`src/hdl/mdp_pkg.sv`:
```
// ----------------------------------------------------------------------------
// mdp_pkg
// Shared types, character codes and base codes for the method descriptor
// parser.
// ----------------------------------------------------------------------------
package mdp_pkg;

  localparam int unsigned MaxDimsDefault   = 255;
  localparam int unsigned MaxParamsDefault = 255;

  // descriptor characters
  localparam logic [7:0] CH_LPAREN = 8'h28;  // (
  localparam logic [7:0] CH_RPAREN = 8'h29;  // )
  localparam logic [7:0] CH_VOID   = 8'h56;  // V
  localparam logic [7:0] CH_OBJ    = 8'h4C;  // L
  localparam logic [7:0] CH_ARRAY  = 8'h5B;  // [
  localparam logic [7:0] CH_SEMI   = 8'h3B;  // ;

  typedef enum logic [3:0] {
    BASE_NONE   = 4'd0,
    BASE_BYTE   = 4'd1,
    BASE_CHAR   = 4'd2,
    BASE_DOUBLE = 4'd3,
    BASE_FLOAT  = 4'd4,
    BASE_INT    = 4'd5,
    BASE_LONG   = 4'd6,
    BASE_SHORT  = 4'd7,
    BASE_BOOL   = 4'd8,
    BASE_OBJECT = 4'd9,
    BASE_VOID   = 4'd10
  } mdp_base_e;

  typedef enum logic [2:0] {
    PH_OPEN      = 3'd0,
    PH_PARAMS    = 3'd1,
    PH_PARAM_OBJ = 3'd2,
    PH_RETURN    = 3'd3,
    PH_RET_OBJ   = 3'd4,
    PH_DONE      = 3'd5
  } mdp_phase_e;

  typedef struct packed {
    mdp_phase_e phase;
    logic [7:0] dims_seen;
    logic [7:0] params_done;
    logic       error_flag;
  } mdp_state_t;

  typedef struct packed {
    logic       type_done;
    logic       is_return;
    logic [3:0] base_code;
    logic [7:0] array_depth;
    logic [7:0] param_number;
    logic       parse_ok;
    logic       parse_error;
  } mdp_res_t;

  localparam mdp_state_t StateReset = '{
    phase:       PH_OPEN,
    dims_seen:   8'd0,
    params_done: 8'd0,
    error_flag:  1'b0
  };

  function automatic mdp_base_e base_letter(logic [7:0] c);
    mdp_base_e b;
    unique case (c)
      8'h42:   b = BASE_BYTE;    // B
      8'h43:   b = BASE_CHAR;    // C
      8'h44:   b = BASE_DOUBLE;  // D
      8'h46:   b = BASE_FLOAT;   // F
      8'h49:   b = BASE_INT;     // I
      8'h4A:   b = BASE_LONG;    // J
      8'h53:   b = BASE_SHORT;   // S
      8'h5A:   b = BASE_BOOL;    // Z
      default: b = BASE_NONE;
    endcase
    return b;
  endfunction

endpackage

```
`src/hdl/mdp_char_if.sv`:
```
// ----------------------------------------------------------------------------
// mdp_char_if
// Character channel: one descriptor byte and its last-character mark.
// ----------------------------------------------------------------------------
interface mdp_char_if;
  logic       valid;
  logic       ready;
  logic [7:0] char_code;
  logic       final_char;

  modport source (output valid, output char_code, output final_char, input ready);
  modport sink   (input valid, input char_code, input final_char, output ready);
endinterface

```
`src/hdl/mdp_res_if.sv`:
```
// ----------------------------------------------------------------------------
// mdp_res_if
// Result channel: per-character parse report.
// ----------------------------------------------------------------------------
interface mdp_res_if;
  logic       valid;
  logic       ready;
  logic       type_done;
  logic       is_return;
  logic [3:0] base_code;
  logic [7:0] array_depth;
  logic [7:0] param_number;
  logic       parse_ok;
  logic       parse_error;

  modport source (
    output valid, output type_done, output is_return, output base_code,
    output array_depth, output param_number, output parse_ok, output parse_error,
    input  ready
  );
  modport sink (
    input  valid, input type_done, input is_return, input base_code,
    input  array_depth, input param_number, input parse_ok, input parse_error,
    output ready
  );
endinterface

```
`src/hdl/mdp_step.sv`:
```
// ----------------------------------------------------------------------------
// mdp_step
// Next-state and result logic for one descriptor character.
// ----------------------------------------------------------------------------
module mdp_step import mdp_pkg::*; #(
  parameter int unsigned MaxDims   = MaxDimsDefault,
  parameter int unsigned MaxParams = MaxParamsDefault
) (
  input  mdp_state_t st_i,
  input  logic [7:0] char_code_i,
  input  logic       final_char_i,
  output mdp_state_t st_o,
  output mdp_res_t   res_o
);

  localparam logic [7:0] DimsLim   = 8'(MaxDims);
  localparam logic [7:0] ParamsLim = 8'(MaxParams);

  mdp_state_t nst;
  mdp_base_e  letter;
  logic [3:0] base;
  logic       err;
  logic       ret_type;
  logic       is_ret;
  logic       done;
  logic       ok;

  assign letter = base_letter(char_code_i);

  always_comb begin
    nst      = st_i;
    base     = BASE_NONE;
    err      = st_i.error_flag;
    done     = 1'b0;
    ok       = 1'b0;
    is_ret   = (st_i.phase == PH_RETURN);
    ret_type = (st_i.phase == PH_RETURN) || (st_i.phase == PH_RET_OBJ);

    if (!st_i.error_flag) begin
      unique case (st_i.phase)
        PH_OPEN: begin
          if (char_code_i == CH_LPAREN) nst.phase = PH_PARAMS;
          else err = 1'b1;
        end
        PH_PARAMS, PH_RETURN: begin
          priority if (char_code_i == CH_ARRAY) begin
            if (st_i.dims_seen >= DimsLim) err = 1'b1;
            else nst.dims_seen = st_i.dims_seen + 8'd1;
          end else if (!is_ret && char_code_i == CH_RPAREN) begin
            if (st_i.dims_seen != 8'd0) err = 1'b1;
            else nst.phase = PH_RETURN;
          end else if (char_code_i == CH_OBJ) begin
            nst.phase = is_ret ? PH_RET_OBJ : PH_PARAM_OBJ;
          end else if (is_ret && char_code_i == CH_VOID) begin
            // an array of void is malformed
            if (st_i.dims_seen != 8'd0) err = 1'b1;
            else base = BASE_VOID;
          end else if (letter != BASE_NONE) begin
            base = letter;
          end else begin
            err = 1'b1;
          end
        end
        PH_PARAM_OBJ, PH_RET_OBJ: begin
          // any byte but ';' is part of the class name
          if (char_code_i == CH_SEMI) base = BASE_OBJECT;
        end
        default: err = 1'b1;
      endcase

      if (!err && base != BASE_NONE) begin
        if (!ret_type && st_i.params_done >= ParamsLim) begin
          err = 1'b1;
        end else begin
          done          = 1'b1;
          nst.dims_seen = 8'd0;
          if (ret_type) begin
            nst.phase = PH_DONE;
          end else begin
            nst.params_done = st_i.params_done + 8'd1;
            nst.phase       = PH_PARAMS;
          end
        end
      end
    end

    if (final_char_i) begin
      if (!err && nst.phase == PH_DONE) ok = 1'b1;
      else err = 1'b1;
    end

    nst.error_flag = err;
    st_o = final_char_i ? StateReset : nst;

    res_o.type_done    = done;
    res_o.is_return    = done & ret_type;
    res_o.base_code    = done ? base : BASE_NONE;
    res_o.array_depth  = done ? st_i.dims_seen : 8'd0;
    res_o.param_number = done ? st_i.params_done : 8'd0;
    res_o.parse_ok     = ok;
    res_o.parse_error  = err;
  end

endmodule

```
`src/hdl/method_descriptor_parser_unit.sv`:
```
// ----------------------------------------------------------------------------
// method_descriptor_parser_unit
// Streaming checker and type splitter for method type descriptors.
// ----------------------------------------------------------------------------
// Usage:
//   char_i carries one descriptor byte per item plus final_char, which marks
//   the last byte of a descriptor. For every byte taken, res_o delivers one
//   item: type_done with base code, array depth, parameter index and the
//   return flag when that byte closes a type; parse_ok on the last byte of a
//   well-formed descriptor; parse_error once the descriptor is malformed.
//   After the final byte the parser is back at its start state.
// Timing:
//   An item is latched in the input register, evaluated combinationally
//   against the parse state and written to the result register once that
//   register is free or its result is being taken. Throughput is one byte
//   per cycle while res_o.ready stays high; the next parse state is formed
//   combinationally between input and result register.
// Reset:
//   rst_ni clears both pipeline valids and returns the parser to "expect
//   open parenthesis" with no error and zero counts.
// Stall:
//   With res_o.ready low the result holds, the input register still fills,
//   and char_i.ready drops only once both registers are occupied.
// ----------------------------------------------------------------------------
module method_descriptor_parser_unit import mdp_pkg::*; #(
  parameter int unsigned MaxDims   = MaxDimsDefault,
  parameter int unsigned MaxParams = MaxParamsDefault
) (
  input  logic      clk_i,
  input  logic      rst_ni,
  mdp_char_if.sink  char_i,
  mdp_res_if.source res_o
);

  logic       in_valid_q;
  logic [7:0] in_char_q;
  logic       in_fin_q;
  logic       out_valid_q;
  mdp_res_t   res_q;
  mdp_res_t   res_d;
  mdp_state_t st_q;
  mdp_state_t st_d;
  logic       adv;

  assign adv          = in_valid_q && (!out_valid_q || res_o.ready);
  assign char_i.ready = !in_valid_q || adv;

  mdp_step #(
    .MaxDims   (MaxDims),
    .MaxParams (MaxParams)
  ) u_step (
    .st_i         (st_q),
    .char_code_i  (in_char_q),
    .final_char_i (in_fin_q),
    .st_o         (st_d),
    .res_o        (res_d)
  );

  always_ff @(posedge clk_i or negedge rst_ni) begin
    if (!rst_ni) begin
      in_valid_q  <= 1'b0;
      out_valid_q <= 1'b0;
      st_q        <= StateReset;
    end else begin
      if (char_i.ready) in_valid_q <= char_i.valid;
      if (adv) begin
        st_q        <= st_d;
        out_valid_q <= 1'b1;
      end else if (res_o.ready) begin
        out_valid_q <= 1'b0;
      end
    end
  end

  always_ff @(posedge clk_i) begin
    if (char_i.valid && char_i.ready) begin
      in_char_q <= char_i.char_code;
      in_fin_q  <= char_i.final_char;
    end
    if (adv) res_q <= res_d;
  end

  assign res_o.valid        = out_valid_q;
  assign res_o.type_done    = res_q.type_done;
  assign res_o.is_return    = res_q.is_return;
  assign res_o.base_code    = res_q.base_code;
  assign res_o.array_depth  = res_q.array_depth;
  assign res_o.param_number = res_q.param_number;
  assign res_o.parse_ok     = res_q.parse_ok;
  assign res_o.parse_error  = res_q.parse_error;

endmodule

```
`src/flat_wrapper.sv`:
```
// flat-port wrapper written by rule: the top's interface ports become plain ports
module method_descriptor_parser_unit_flat import mdp_pkg::*;
#(
  parameter int unsigned MaxDims   = MaxDimsDefault,
  parameter int unsigned MaxParams = MaxParamsDefault
)
  (clk_i, rst_ni, char_i_valid, char_i_char_code, char_i_final_char, char_i_ready, res_o_valid, res_o_type_done, res_o_is_return, res_o_base_code, res_o_array_depth, res_o_param_number, res_o_parse_ok, res_o_parse_error, res_o_ready);
  mdp_char_if char_i_i ();
  mdp_res_if res_o_i ();
  input  logic clk_i;
  input  logic rst_ni;
  input wire logic [$bits(char_i_i.valid)-1:0] char_i_valid;
  input wire logic [$bits(char_i_i.char_code)-1:0] char_i_char_code;
  input wire logic [$bits(char_i_i.final_char)-1:0] char_i_final_char;
  output wire logic [$bits(char_i_i.ready)-1:0] char_i_ready;
  output wire logic [$bits(res_o_i.valid)-1:0] res_o_valid;
  output wire logic [$bits(res_o_i.type_done)-1:0] res_o_type_done;
  output wire logic [$bits(res_o_i.is_return)-1:0] res_o_is_return;
  output wire logic [$bits(res_o_i.base_code)-1:0] res_o_base_code;
  output wire logic [$bits(res_o_i.array_depth)-1:0] res_o_array_depth;
  output wire logic [$bits(res_o_i.param_number)-1:0] res_o_param_number;
  output wire logic [$bits(res_o_i.parse_ok)-1:0] res_o_parse_ok;
  output wire logic [$bits(res_o_i.parse_error)-1:0] res_o_parse_error;
  input wire logic [$bits(res_o_i.ready)-1:0] res_o_ready;
  assign char_i_i.valid = char_i_valid;
  assign char_i_i.char_code = char_i_char_code;
  assign char_i_i.final_char = char_i_final_char;
  assign char_i_ready = char_i_i.ready;
  assign res_o_valid = res_o_i.valid;
  assign res_o_type_done = res_o_i.type_done;
  assign res_o_is_return = res_o_i.is_return;
  assign res_o_base_code = res_o_i.base_code;
  assign res_o_array_depth = res_o_i.array_depth;
  assign res_o_param_number = res_o_i.param_number;
  assign res_o_parse_ok = res_o_i.parse_ok;
  assign res_o_parse_error = res_o_i.parse_error;
  assign res_o_i.ready = res_o_ready;
  method_descriptor_parser_unit #(.MaxDims(MaxDims), .MaxParams(MaxParams)) u_core (.clk_i(clk_i), .rst_ni(rst_ni), .char_i(char_i_i), .res_o(res_o_i));
endmodule
```
`config.mk`:
```
export PLATFORM = sky130hd
export DESIGN_NAME = method_descriptor_parser_unit_flat
export DESIGN_NICKNAME = d
export VERILOG_FILES = /design/src/hdl/mdp_pkg.sv /design/src/hdl/mdp_char_if.sv /design/src/hdl/mdp_res_if.sv /design/src/hdl/mdp_step.sv /design/src/hdl/method_descriptor_parser_unit.sv /design/src/flat_wrapper.sv
export SDC_FILE = /design/constraint.sdc
export NUM_CORES = 1
export LEC_CHECK = 0
export ABC_AREA = 1
export BUFFER_PORTS_ARGS = -buffer_cell sky130_fd_sc_hd__buf_2
export CELL_PAD_IN_SITES_DETAIL_PLACEMENT = 0
export CELL_PAD_IN_SITES_GLOBAL_PLACEMENT = 2
export CORE_AREA = 2 2 97 99
export CTS_BUF_LIST = sky130_fd_sc_hd__clkbuf_2
export CTS_CLUSTER_DIAMETER = 60
export DETAILED_ROUTE_END_ITERATION = 8
export DIE_AREA = 0 0 99 101
export PLACE_DENSITY_LB_ADDON = 0.05
export SLEW_MARGIN = 20
export SYNTH_ARGS = -nofsm -noshare
export SYNTH_HDL_FRONTEND = slang
export SYNTH_SLANG_ARGS = --single-unit
```
`constraint.sdc`:
```
create_clock -name clk_i -period 5.8 [get_ports clk_i]
set_input_delay 0 -clock clk_i [delete_from_list [all_inputs] [get_ports clk_i]]
set_output_delay 0 -clock clk_i [all_outputs]
set_load 0.01 [all_outputs]
```
Word level (Yosys, flattened, before mapping)

Cells that the tools add are included.

Bits in registers: 55
Word-level logic and storage cells: 117

Add/subtract/negate cells: 2
$lt $le $gt $ge: 2
Equality and inequality tests: 22
Mux-type cells: 47
Bitwise logic cells: 2
Reduce and logical (&&, ||, !) cells: 27

Operators by type and width:

| kind                                                                     | number |
|---|---|
| 8-bit by 7-bit == test with 1-bit output (second input constant)         | 11 |
| 19-bit 2-to-1 mux                                                        | 3 |
| 4-bit 2-to-1 mux                                                         | 8 |
| 8-bit 2-to-1 mux                                                         | 4 |
| 4-bit case mux with 8 select lines                                       | 1 |
| 8-bit by 6-bit == test with 1-bit output (second input constant)         | 3 |
| 3-bit 2-to-1 mux                                                         | 7 |
| 1-bit 2-to-1 mux                                                         | 20 |
| 20-bit 2-to-1 mux                                                        | 1 |
| 8-bit by 1-bit adder with 8-bit output (second input constant)           | 2 |
| 8-bit >= comparator (second input constant)                              | 2 |
| 4-bit case mux with 2 select lines                                       | 1 |
| 4-bit nonzero test                                                       | 2 |
| 8-bit nonzero test                                                       | 1 |
| 1-bit logical AND                                                        | 7 |
| 3-bit by 2-bit == test with 1-bit output (second input constant)         | 2 |
| 3-bit == test (second input constant)                                    | 2 |
| 1-bit zero test                                                          | 6 |
| 2-bit by 1-bit inequality test with 1-bit output (second input constant) | 3 |
| 3-bit case mux with 2 select lines                                       | 1 |
| 2-bit OR reduction                                                       | 3 |
| 5-bit AND reduction                                                      | 1 |
| 2-bit nonzero test                                                       | 2 |
| 3-bit by 1-bit == test with 1-bit output (second input constant)         | 1 |
| other kinds (6)                                                          | 8 |

Longest topological paths before layout

Gate-level depths: netlist (run 1).

Word-level depth: 19
Mapped depth: 17
Depth with buffers taken out: 17

By module

Synthesis (run 1) repeated with hierarchy kept, for this count alone.

Cell total of the unflattened synthesis: 442
Area, all modules: 3,428.3 um2

Modules (own cells, without submodules):

| module                        | times used | cells each | area an instance (um2) | sequential area each (um2) |
|---|---|---|---|---|
| method_descriptor_parser_unit | 1          | 130        | 1,866.8                | 1,541.5 |
| mdp_step                      | 1          | 312        | 1,561.5                | 0.0 |

Least setup slack after synthesis (run 1)

Ideal clock, no wire load.

Kind: register to register
Start point: register u_core.in_char_q[3]
End point: register u_core.res_q (netlist bit u_core.res_o.base_code[2]), data pin
Setup time: 0.257 ns
Data arrival time: 1.633 ns
Data required time: 5.543 ns
Path slack: 3.910 ns
Stages on the path, launching flop included: 13
Period minus slack after synthesis: 1.890 ns
Cells stage by stage: edfxtp_1 inv_2 nand2_2 nor2_4 and2_4 nand3_2 nand3_2 nand3_4 nor2_8 nor2_4 nand2_1 buf_2 nor2_1

Word-level cells in the longest chain between the ends: 16
Elaborated cells between the ends (all ways): 41
Classes of those cells: 14 x eq/ne; 19 x mux; 1 x bitwise; 7 x reduce/logical

RTL lines:

| what                                                                                            | line                                | text |
|---|---|---|
| from (decl)                                                                                     | method_descriptor_parser_unit.sv:36 | `logic [7:0] in_char_q;` |
| from (signal assigned)                                                                          | method_descriptor_parser_unit.sv:77 | `in_char_q <= char_i.char_code;` |
| 8-bit by 7-bit == test with 1-bit output                                                        | mdp_pkg.sv:68                       | `unique case (c)` |
| 4-bit case mux with 8 select lines                                                              | mdp_pkg.sv:68                       |  |
| 4-bit nonzero test                                                                              | mdp_step.sv:58                      | `end else if (letter != BASE_NONE) begin` |
| 4-bit 2-to-1 mux / 1-bit 2-to-1 mux (equally long branches)                                     | mdp_step.sv:58                      |  |
| 4-bit 2-to-1 mux / 1-bit 2-to-1 mux (equally long branches)                                     | mdp_step.sv:54                      | `end else if (is_ret && char_code_i == CH_VOID) begin` |
| 4-bit 2-to-1 mux / 1-bit 2-to-1 mux (equally long branches)                                     | mdp_step.sv:52                      | `end else if (char_code_i == CH_OBJ) begin` |
| 4-bit 2-to-1 mux / 1-bit 2-to-1 mux (equally long branches)                                     | mdp_step.sv:49                      | `end else if (!is_ret && char_code_i == CH_RPAREN) begin` |
| 4-bit 2-to-1 mux / 1-bit 2-to-1 mux (equally long branches)                                     | mdp_step.sv:46                      | `priority if (char_code_i == CH_ARRAY) begin` |
| 4-bit case mux with 2 select lines / 1-bit case mux with 3 select lines (equally long branches) | mdp_step.sv:40                      | `unique case (st_i.phase)` |
| 4-bit 2-to-1 mux / 1-bit 2-to-1 mux (equally long branches)                                     | mdp_step.sv:39                      | `if (!st_i.error_flag) begin` |
| 4-bit nonzero test / 1-bit zero test (equally long branches)                                    | mdp_step.sv:71                      | `if (!err && base != BASE_NONE) begin` |
| 1-bit logical AND                                                                               | mdp_step.sv:71                      |  |
| 1-bit 2-to-1 mux                                                                                | mdp_step.sv:71                      |  |
| 1-bit 2-to-1 mux                                                                                | mdp_step.sv:39                      |  |
| 1-bit NOT (no line)                                                                             | --                                  |  |
| 2-bit OR reduction (no line)                                                                    | --                                  |  |
| to (signal assigned)                                                                            | method_descriptor_parser_unit.sv:80 | `if (adv) res_q <= res_d;` |
| to (decl)                                                                                       | method_descriptor_parser_unit.sv:39 | `mdp_res_t res_q;` |

Several ways; a longest one is shown, not always the timed one. The select of a mux whose other input is x is not followed.
A chain may end at the register's enable or synchronous reset.

==> impl_metrics.csv, run 1 <==
group,metric,value,unit
yosys,synth.area.mux_share,0,
clocking,cts.path.max_buffers,2,
route,viasPerCell,4.71,
yosys,yosysWarningCount,0,
yosys,synth_compound_gate_area_share,0.0782,
worst_setup_path,start_kind,"register",
yosys,ffs_latches_synth,55,
timing,timing_hold_violations_final,0,
yosys,synth_top_cells_by_area,"sky130_fd_sc_hd__edfxtp_1, sky130_fd_sc_hd__dfrtp_1, sky130_fd_sc_hd__nand2_1, sky130_fd_sc_hd__nor2_1, sky130_fd_sc_hd__inv_1",
yosys,syn-num-nets,368,
yosys,synth_top_family_by_area,"simple AND/OR/NAND/NOR gates",
grt,grt_util_met2,0.272,
clocking,path_clk_slew,0.30,ns
grt,number_of_antenna_violations_at_the_first_check_in_global_routing,0,
route,total_wirelength_of_the_detailed_routed_design,7040,um
die,rows,35,
cells_and_area,diodes,0,
worst_setup_path,crit_path_end_kind,"register",
route,antenna_left,0,
die,die_area,10000,sq um
grt,groute.usage.overall,0.149,
yosys,synth-main-ff-cell,"sky130_fd_sc_hd__edfxtp_1",
cells_and_area,final_area,3590,sq um
route,number_of_remaining_drc_errors,0,
cells_and_area,final_layout_size_suffix_gt1_frac,0.218,
yosys,number_of_enable_type_register_cells_in_the_synthesized_netlist,33,
placement,hpwl_after_detailed_placement,5160,um
clocking,cts_tree,"yes",
job,timing.max_cap.violations,0,
route,first_iter_violations,58,
cells_and_area,fin_util,0.400,
grt,grtUsageMet3,0.0270,
clocking,postCtsHoldBufs,14,
timing,fin_skew,0.0291,ns
die,initial_core_util,0.344,
timing,finalWorstPathRequiredPeriod,2.75,ns
cells_and_area,final_net_count,423,
clocking,clk_latency,0.46,ns
run_status,status,"finished clean",
clocking,htree_levels,2,
grt,grt_pass1_wl,11700,um
timing,rel_slew_slack,0.459,
route,first_pass_drt_iterations,4,
yosys,synth-adder-area-share,0.0122,
yosys,synth_cell_types,35,
placement,dpl_cell_area,3390,sq um
clocking,cts_made_buffers,5,
clocking,post-cts-setup-buffer-count,0,
grt,first_global_vias,2358,
die,boundaryPins,39,
yosys,synthSimpleGateAreaFrac,0.307,
worst_setup_path,cp_data_required_time,6.03,ns
pwr,cellLeakagePower,1.54,nW
timing,timing.hold.ws,0.00689,ns
yosys,asyncSetResetFlopFracSynth,0.400,
die,core,8980,sq um
timing,tightestPinTransition,0.809,ns
placement,place.gp.congestion,0.776,
grt,grt_start_max_net_pins,26,
timing,setup_repair_after_global_routing_missed_its_margin,"false",
yosys,synth.most_common_cell,"sky130_fd_sc_hd__nand2_1",
min_path,holdCritPathClass,"primary input to async pin",
timing,tns,0,ns
clocking,cts_root_buffer,"sky130_fd_sc_hd__clkbuf_2",
timing,final_max_slew_viol_count,0,
yosys,yosysTopAreaCell,"sky130_fd_sc_hd__edfxtp_1",
yosys,ys_top_cells_by_count,"sky130_fd_sc_hd__nand2_1, sky130_fd_sc_hd__nor2_1, sky130_fd_sc_hd__inv_1, sky130_fd_sc_hd__edfxtp_1, sky130_fd_sc_hd__dfrtp_1",
yosys,synth.avg_cell_area,8.77,sq um
clocking,post_cts_resize_count,0,
yosys,synth_area,3090,sq um
pwr,pwr_density_cell,251,nW/um^2
cells_and_area,area_growth_syn_to_layout,16.4,%
die,height_of_the_die,101,um
route,routed_via_count,2443,
yosys,yosys.area.top_type_share,0.321,
die,die_width,99,um
timing,layout_worst_path_cycle_share,0.474,
placement,dpl_worst_slack,3.03,ns
clocking,numClockSinks,55,
timing,max_clock_freq,0.364,GHz
worst_setup_path,path_class,"register to register",
timing,report.final.setup_viol,0,
route,wl_per_cell,13.6,um
worst_setup_path,cp.arrival,2.98,ns
placement,io_buffer_count,38,
yosys,synthXorXnorAreaFrac,0.0312,
grt,grt-busiest-layer,"met2",
grt,globalRouteOverflowTotal,0,
timing,post-route-worst-setup-slack,3.05,ns
worst_setup_path,worstPathMaxFanout,22,
grt,globalRouteMet1Util,0.180,
yosys,post_synth_inst_count,352,
pwr,max-vdd-ir-drop,0.0000820,V
yosys,synth_seq_area_share,0.499,
[worst max-delay path: stages, from the launching register on]
cell	delay, ns
sky130_fd_sc_hd__dfrtp_1	0.52
sky130_fd_sc_hd__inv_1	0.13
sky130_fd_sc_hd__ha_1	0.16
sky130_fd_sc_hd__nand4_1	0.23
sky130_fd_sc_hd__nand3_2	0.18
sky130_fd_sc_hd__nand3_2	0.12
sky130_fd_sc_hd__nand2_4	0.11
sky130_fd_sc_hd__nor2_8	0.05
sky130_fd_sc_hd__nor2_4	0.12
sky130_fd_sc_hd__nand2_1	0.48
sky130_fd_sc_hd__o21ai_0	0.32
sky130_fd_sc_hd__o21ai_0	0.11
[where the power goes]
| part | leakage, nW | internal (mW) | switching [mW] |
|---|---|---|---|
| clock | 0.0410 | 0.0732 | 0.127 |
| combinational | 0.875 | 0.0695 | 0.148 |
| sequential | 0.626 | 0.457 | 0.0261 |
| total | 1.54 | 0.600 | 0.302 |
[logic make-up (layout without fill, tap and decap cells)]
kind of cell | count (synthesis) | in the layout
compound gates | 38 | 38
xor+xnor | 11 | 11
fa+ha+maj | 3 | 3
buf+inv | 54 | 110
flops | 55 | 55
simple gates | 191 | 191
[layout make-up]
| class | instances | area (sq um) |
|---|---|---|
| sequential | 55 | 1540 |
| clock buffer | 5 | 25.0 |
| multi-input combinational | 243 | 1320 |
| fill | 927 | 5380 |
| clock inverter | 3 | 42.5 |
| tap | 111 | 139 |
| timing repair buffer | 53 | 338 |
| inverter | 49 | 186 |
[final timing paths]
path / from / to / slack (ns) / cells after the start
max: u_core.st_q[9] / u_core.res_o.parse_error / 3.05 / 11
min: rst_ni / u_core.st_q[11] / 0.007 / 2
max reg2reg: u_core.st_q[9] / u_core.res_o.parse_error / 3.05 / 11
min reg2reg: u_core.st_q[8] / u_core.st_q[8] / 0.53 / 2
max in group asynchronous: rst_ni / u_core.st_q[19] / 5.38 / 2
min in group clk_i: char_i_char_code[5] / u_core.in_char_q[5] / 0.24 / 2
[cell usage in the layout (no fill, tap or decap), types with 6 or more instances in the layout]
cell	count
sky130_fd_sc_hd__a21oi_1	8
sky130_fd_sc_hd__buf_2	38
sky130_fd_sc_hd__dfrtp_1	22
sky130_fd_sc_hd__dlygate4sd3_1	14
sky130_fd_sc_hd__edfxtp_1	33
sky130_fd_sc_hd__inv_1	41
sky130_fd_sc_hd__inv_2	7
sky130_fd_sc_hd__nand2_1	70
sky130_fd_sc_hd__nand2_2	12
sky130_fd_sc_hd__nand3_1	17
sky130_fd_sc_hd__nand4_1	12
sky130_fd_sc_hd__nor2_1	54
sky130_fd_sc_hd__nor2_4	6
sky130_fd_sc_hd__o21ai_0	10
sky130_fd_sc_hd__o22ai_1	10
sky130_fd_sc_hd__xor2_1	10
[per-layer routing]
| metal | vias to the layer above | share of wire |
|---|---|---|
| li1 | 1265 | - |
| met1 | 1126 | 0.45 |
| met2 | 44 | 0.50 |
| met3 | 8 | 0.032 |
| met4 | 0 | 0.014 |
| met5 | - | 0 |
[registers in the layout, indices dropped and copies added (netlist names), 4 cells and up]
name / flops
u_core.st_q: 20
u_core.in_char_q: 8
u_core.res_o.array_depth: 8
u_core.res_o.param_number: 8
u_core.res_o.base_code: 4
[stage by stage]
| step | cells | power [mW] |
|---|---|---|
| 6_report | 519 | 0.901 |
| 5_1_grt | 519 | 0.956 |
| 4_1_cts | 519 | 0.916 |
| 3_5_place_dp | 497 | 0.704 |
| 3_3_place_gp | 497 | 0.705 |
| 2_1_floorplan | 352 | 0.637 |
Power figures use the tool's default switching activity.
==> run 2: changes to the inputs <==
CORE_AREA = 2 2 100 102   (was 2 2 97 99)
DIE_AREA = 0 0 102 104   (was 0 0 99 101)
clock period = 2.4 ns   (was 5.8 ns; I/O delays follow)
==> impl_metrics.csv, run 2 (synthesis gave the netlist of run 1 again) <==
group,metric,value,unit
cells_and_area,area_growth_syn_to_layout,20.6,%
worst_setup_path,crit_path_end_kind,"register",
die,die_width,102,um
timing,report.final.setup_viol,0,
clocking,cts_tree,"yes",
worst_setup_path,timing.reg2reg.worst_path_depth,12,
grt,grt_util_met2,0.219,
clocking,path_clk_slew,0.30,ns
placement,hpwl_after_detailed_placement,5510,um
grt,grt_pass1_wl,12400,um
cells_and_area,layout_commonest_cell,"sky130_fd_sc_hd__nand2_1",
die,die_area,10600,sq um
timing,rel_slew_slack,0.572,
timing,fin_skew,0.0219,ns
timing,finalWorstPathRequiredPeriod,2.14,ns
worst_setup_path,reg2reg_from,"u_core.in_char_q[2]",
clocking,clk_latency,0.45,ns
cells_and_area,final_layout_size_suffix_gt1_frac,0.242,
worst_setup_path,timing.critical_path.max_delay_family,"simple AND/OR/NAND/NOR gates",
worst_setup_path,worstPathMaxFanout,21,
worst_setup_path,cp_data_required_time,2.71,ns
grt,first_global_vias,2430,
worst_setup_path,cp.arrival,2.45,ns
clocking,htree_levels,2,
cells_and_area,final_net_count,433,
timing,max_clock_freq,0.468,GHz
placement,place.gp.congestion,0.743,
worst_setup_path,critical_path.reg2reg.endpoint,"u_core.res_o.base_code[3]",
route,number_of_remaining_drc_errors,0,
route,routed_via_count,2490,
grt,globalRouteMet1Util,0.222,
clocking,numClockSinks,55,
die,rows,36,
cells_and_area,regMostFlops,"u_core.st_q",
worst_setup_path,start_kind,"register",
route,first_pass_drt_iterations,4,
job,timing.max_cap.violations,0,
min_path,holdCritPathClass,"primary input to async pin",
timing,layout_worst_path_cycle_share,0.891,
timing,setup_repair_after_global_routing_missed_its_margin,"false",
placement,io_buffer_count,38,
clocking,cts_made_buffers,5,
run_status,status,"finished clean",
route,viasPerCell,4.52,
grt,groute.usage.overall,0.148,
timing,post-route-worst-setup-slack,0.261,ns
route,wl_per_cell,13.3,um
worst_setup_path,crit_slowest_cell,"sky130_fd_sc_hd__edfxtp_1",
grt,globalRouteOverflowTotal,0,
cells_and_area,diodes,0,
worst_setup_path,worst-r2r-setup-slack,0.26,ns
cells_and_area,mostFrequentLayoutCells,"sky130_fd_sc_hd__nand2_1, sky130_fd_sc_hd__nor2_1, sky130_fd_sc_hd__inv_1, sky130_fd_sc_hd__buf_2, sky130_fd_sc_hd__edfxtp_1",
cells_and_area,max_reg_flops,20,
die,boundaryPins,39,
grt,grt-busiest-layer,"met1",
clocking,cts.path.max_buffers,2,
grt,number_of_antenna_violations_at_the_first_check_in_global_routing,0,
placement,dpl_worst_slack,0.206,ns
die,height_of_the_die,104,um
timing,final_max_slew_viol_count,0,
timing,timing_hold_violations_final,0,
clocking,cts_root_buffer,"sky130_fd_sc_hd__clkbuf_2",
timing,tightestPinTransition,0.641,ns
die,core,9550,sq um
route,total_wirelength_of_the_detailed_routed_design,7330,um
timing,tns,0,ns
die,initial_core_util,0.323,
worst_setup_path,worst_path_largest_cell_delay,0.47,ns
placement,post-place-cells,528,
route,first_iter_violations,110,
pwr,cellLeakagePower,1.60,nW
pwr,max-vdd-ir-drop,0.000270,V
cells_and_area,finalNonFillerCells,551,
worst_setup_path,path_buf_inv,3,
grt,grt_start_max_net_pins,23,
pwr,pwr_density_cell,599,nW/um^2
grt,grtUsageMet3,0.0235,
worst_setup_path,crit_path_cell_trace,"inv_2 > nand2_2 > nor2_1 > nand3_1 > nor2_2 > inv_1 > nand3_4 > nor2_8 > nor2_4 > nand2_1 > buf_12 > a21oi_1",
route,antenna_left,0,
worst_setup_path,path_class,"register to register",
## run 2: cell count changes in the layout (fill, tap and decap cells not counted)
cell                       change
sky130_fd_sc_hd__buf_4         +8
sky130_fd_sc_hd__buf_12        +2
sky130_fd_sc_hd__dfrtp_1       -1
sky130_fd_sc_hd__clkinv_1      -1
sky130_fd_sc_hd__clkbuf_2      +1
sky130_fd_sc_hd__dfrtp_2       +1
## run 2: worst max path at each step
stage | from | end | cells past startpoint
after floorplan | u_core.in_char_q[3] | u_core.res_o.base_code[2] | 12
after CTS | u_core.in_char_q[2] | u_core.res_o.base_code[3] | 12
final | u_core.in_char_q[2] | u_core.res_o.base_code[3] | 12
after detailed placement | u_core.in_char_q[2] | u_core.res_o.parse_error | 12
after global placement | u_core.in_char_q[2] | u_core.res_o.parse_error | 12
after global routing | u_core.st_q[10] | u_core.res_o.base_code[3] | 11
## run 2: what timing repair did
action                                 4_1_cts  5_1_grt
setup endpoints to repair                    0        1
gates resized for setup                      0        1
endpoints found under the hold margin       34        0
hold buffers                                14        0
buffers inserted                             0        1
## run 2: power breakdown
group | internal [mW] | switching [mW] | total, mW
registers | 1.10 | 0.0634 | 1.17
logic | 0.200 | 0.371 | 0.571
clock network | 0.185 | 0.309 | 0.493
total | 1.49 | 0.743 | 2.23
## run 2: area by class of cell
class	count	area (sq um)
fill	1009	5820
timing repair buffer	63	438
clock inverter	2	38.8
tap	133	166
inverter	49	186
sequential	55	1540
clock buffer	6	30.0
multi-input combinational	243	1320
## run 2: through the flow
stage | power, mW | hold slack [ns] | cell area [sq um] | utilization
floorplan | 1.54 | -0.296 | 3090 | -
global placement | 1.75 | 0.0500 | 3510 | 0.367
detailed placement | 1.75 | 0.0490 | 3510 | 0.367
CTS | 2.27 | 0.0159 | 3720 | 0.389
global route | 2.38 | 0.0382 | 3720 | 0.390
finish | 2.23 | 0.0371 | 3720 | 0.390
## run 2: per-layer routing
metal  routed length, um  up-vias
met5                   0        -
met4                  81        0
met3                 251        6
met2                3140       47
met1                3850     1149
li1                    -     1288
==> run 3: changes to the inputs <==
CELL_PAD_IN_SITES_GLOBAL_PLACEMENT = 1   (was 2)
CORE_AREA = 2 2 97 99   (was 2 2 100 102)
DIE_AREA = 0 0 99 101   (was 0 0 102 104)
RECOVER_POWER = 25   (was default)
==> impl_metrics.csv, run 3 (synthesis gave the netlist of run 1 again) <==
group,metric,value,unit
placement,io_buffer_count,38,
die,rows,35,
worst_setup_path,cp_data_required_time,2.63,ns
worst_setup_path,path_class,"register to register",
grt,groute.usage.overall,0.147,
worst_setup_path,crit_path_end_kind,"register",
worst_setup_path,timing.reg2reg.worst_path_depth,11,
placement,dpl_worst_slack,0.214,ns
route,viasPerCell,4.61,
clocking,clk_latency,0.45,ns
cells_and_area,regMostFlops,"u_core.st_q",
grt,globalRouteOverflowTotal,0,
timing,setup_repair_after_global_routing_missed_its_margin,"false",
die,die_area,10000,sq um
die,height_of_the_die,101,um
cells_and_area,finalNonFillerCells,527,
timing,final_max_slew_viol_count,0,
timing,report.final.setup_viol,0,
pwr,cellLeakagePower,1.58,nW
cells_and_area,final_layout_size_suffix_gt1_frac,0.231,
timing,fin_skew,0.0305,ns
grt,grt_start_max_net_pins,23,
cells_and_area,layout_commonest_cell,"sky130_fd_sc_hd__nand2_1",
route,routed_via_count,2429,
pwr,max-vdd-ir-drop,0.000246,V
cells_and_area,area_growth_syn_to_layout,18.2,%
clocking,numClockSinks,55,
timing,rel_slew_slack,0.0612,
die,die_width,99,um
clocking,path_clk_slew,0.27,ns
route,first_pass_drt_iterations,4,
timing,post-route-worst-setup-slack,0.205,ns
grt,number_of_antenna_violations_at_the_first_check_in_global_routing,0,
placement,hpwl_after_detailed_placement,5320,um
clocking,cts_tree,"yes",
worst_setup_path,start_kind,"register",
route,first_iter_violations,69,
route,total_wirelength_of_the_detailed_routed_design,7050,um
timing,timing_hold_violations_final,0,
cells_and_area,final_net_count,431,
route,number_of_remaining_drc_errors,0,
die,boundaryPins,39,
worst_setup_path,critical_path.reg2reg.endpoint,"u_core.res_o.parse_error",
timing,tns,0,ns
placement,dpl_cell_area,3440,sq um
die,initial_core_util,0.344,
route,wl_per_cell,13.4,um
worst_setup_path,worstPathMaxFanout,6,
timing,finalWorstPathRequiredPeriod,2.20,ns
placement,place.gp.congestion,0.822,
worst_setup_path,endpoint,"u_core.res_o.parse_error",
clocking,cts_made_buffers,5,
worst_setup_path,cp.arrival,2.42,ns
die,core,8980,sq um
job,timing.max_cap.violations,0,
grt,grt_pass1_wl,11700,um
run_status,status,"finished clean",
cells_and_area,mostFrequentLayoutCells,"sky130_fd_sc_hd__nand2_1, sky130_fd_sc_hd__nor2_1, sky130_fd_sc_hd__inv_1, sky130_fd_sc_hd__buf_2, sky130_fd_sc_hd__edfxtp_1",
grt,first_global_vias,2379,
clocking,cts_root_buffer,"sky130_fd_sc_hd__clkbuf_2",
cells_and_area,final_area,3650,sq um
clocking,htree_levels,2,
cells_and_area,diodes,0,
pwr,pwr_density_cell,601,nW/um^2
min_path,holdCritPathClass,"primary input to register",
placement,post-place-cells,504,
timing,layout_worst_path_cycle_share,0.915,
cells_and_area,fin_util,0.407,
clocking,cts.path.max_buffers,2,
worst_setup_path,worstSetupStartpoint,"u_core.st_q[10]",
route,antenna_left,0,
timing,max_clock_freq,0.456,GHz
worst_setup_path,reg2reg_from,"u_core.st_q[10]",
cells_and_area,max_reg_flops,20,
timing,tightestPinTransition,1.41,ns
worst_setup_path,worst-r2r-setup-slack,0.20,ns
-- run 3: metal layers --
layer	global-route usage	wire [um]	vias to the layer above	share of wire
met4	0.0316	56	0	0.0079
met2	0.241	3200	42	0.45
met3	0.0264	216	5	0.031
met1	0.205	3570	1104	0.51
met5	0	0	-	0
li1	-	-	1278	-
-- run 3: cell type report --
class | count | area [sq um]
multi-input cells | 243 | 1320
repair buffers | 61 | 395
flip-flops and latches | 55 | 1540
fillers | 922 | 5330
well taps | 111 | 139
inverters | 49 | 186
clock inverters | 1 | 30.0
clock buffers | 7 | 35.0
-- run 3: how the worst min path moves through the flow --
| stage | startpoint | endpoint | slack [ns] | cells past startpoint |
|---|---|---|---|---|
| detailed placement | rst_ni | u_core.st_q[14] | 0.04 | 1 |
| finish | char_i_final_char | u_core.in_fin_q | 0.25 | 2 |
| global route | char_i_final_char | u_core.in_fin_q | 0.20 | 2 |
| floorplan | rst_ni | u_core.in_valid_q | -0.30 | 0 |
| CTS | rst_ni | u_core.st_q[3] | 0.02 | 2 |
| global placement | rst_ni | u_core.st_q[16] | 0.04 | 1 |
-- run 3: through the flow --
step | hold WS [ns] | total power [mW]
after detailed placement | 0.0432 | 1.73
after CTS | 0.0235 | 2.23
after floorplan | -0.296 | 1.54
final | 0.252 | 2.20
after global routing | 0.197 | 2.33
after global placement | 0.0373 | 1.73
-- run 3: repair_timing --
| item | 4_1_cts | 5_1_grt |
|---|---|---|
| resized for setup | 0 | 0 |
| hold buffers | 14 | 0 |
| setup endpoints to repair | 0 | 2 |
| buffers inserted | 0 | 1 |
| endpoints found under the hold margin | 33 | 0 |
-- run 3: critical path, cell delays in order (launching register included) --
cell and delay [ns]:
sky130_fd_sc_hd__dfrtp_1 0.46, sky130_fd_sc_hd__inv_1 0.13, sky130_fd_sc_hd__ha_1 0.16, sky130_fd_sc_hd__nand4_1 0.24
sky130_fd_sc_hd__nand3_2 0.19, sky130_fd_sc_hd__nand3_2 0.11, sky130_fd_sc_hd__nand2_4 0.11, sky130_fd_sc_hd__nor2_8 0.05
sky130_fd_sc_hd__nor2_4 0.13, sky130_fd_sc_hd__nand2_1 0.10, sky130_fd_sc_hd__o21ai_0 0.15, sky130_fd_sc_hd__o21ai_0 0.14
-- run 3: power breakdown --
| part | switching [mW] | internal (mW) |
|---|---|---|
| sequential | 0.0618 | 1.10 |
| clock | 0.287 | 0.185 |
| combinational | 0.371 | 0.186 |
| total | 0.720 | 1.48 |
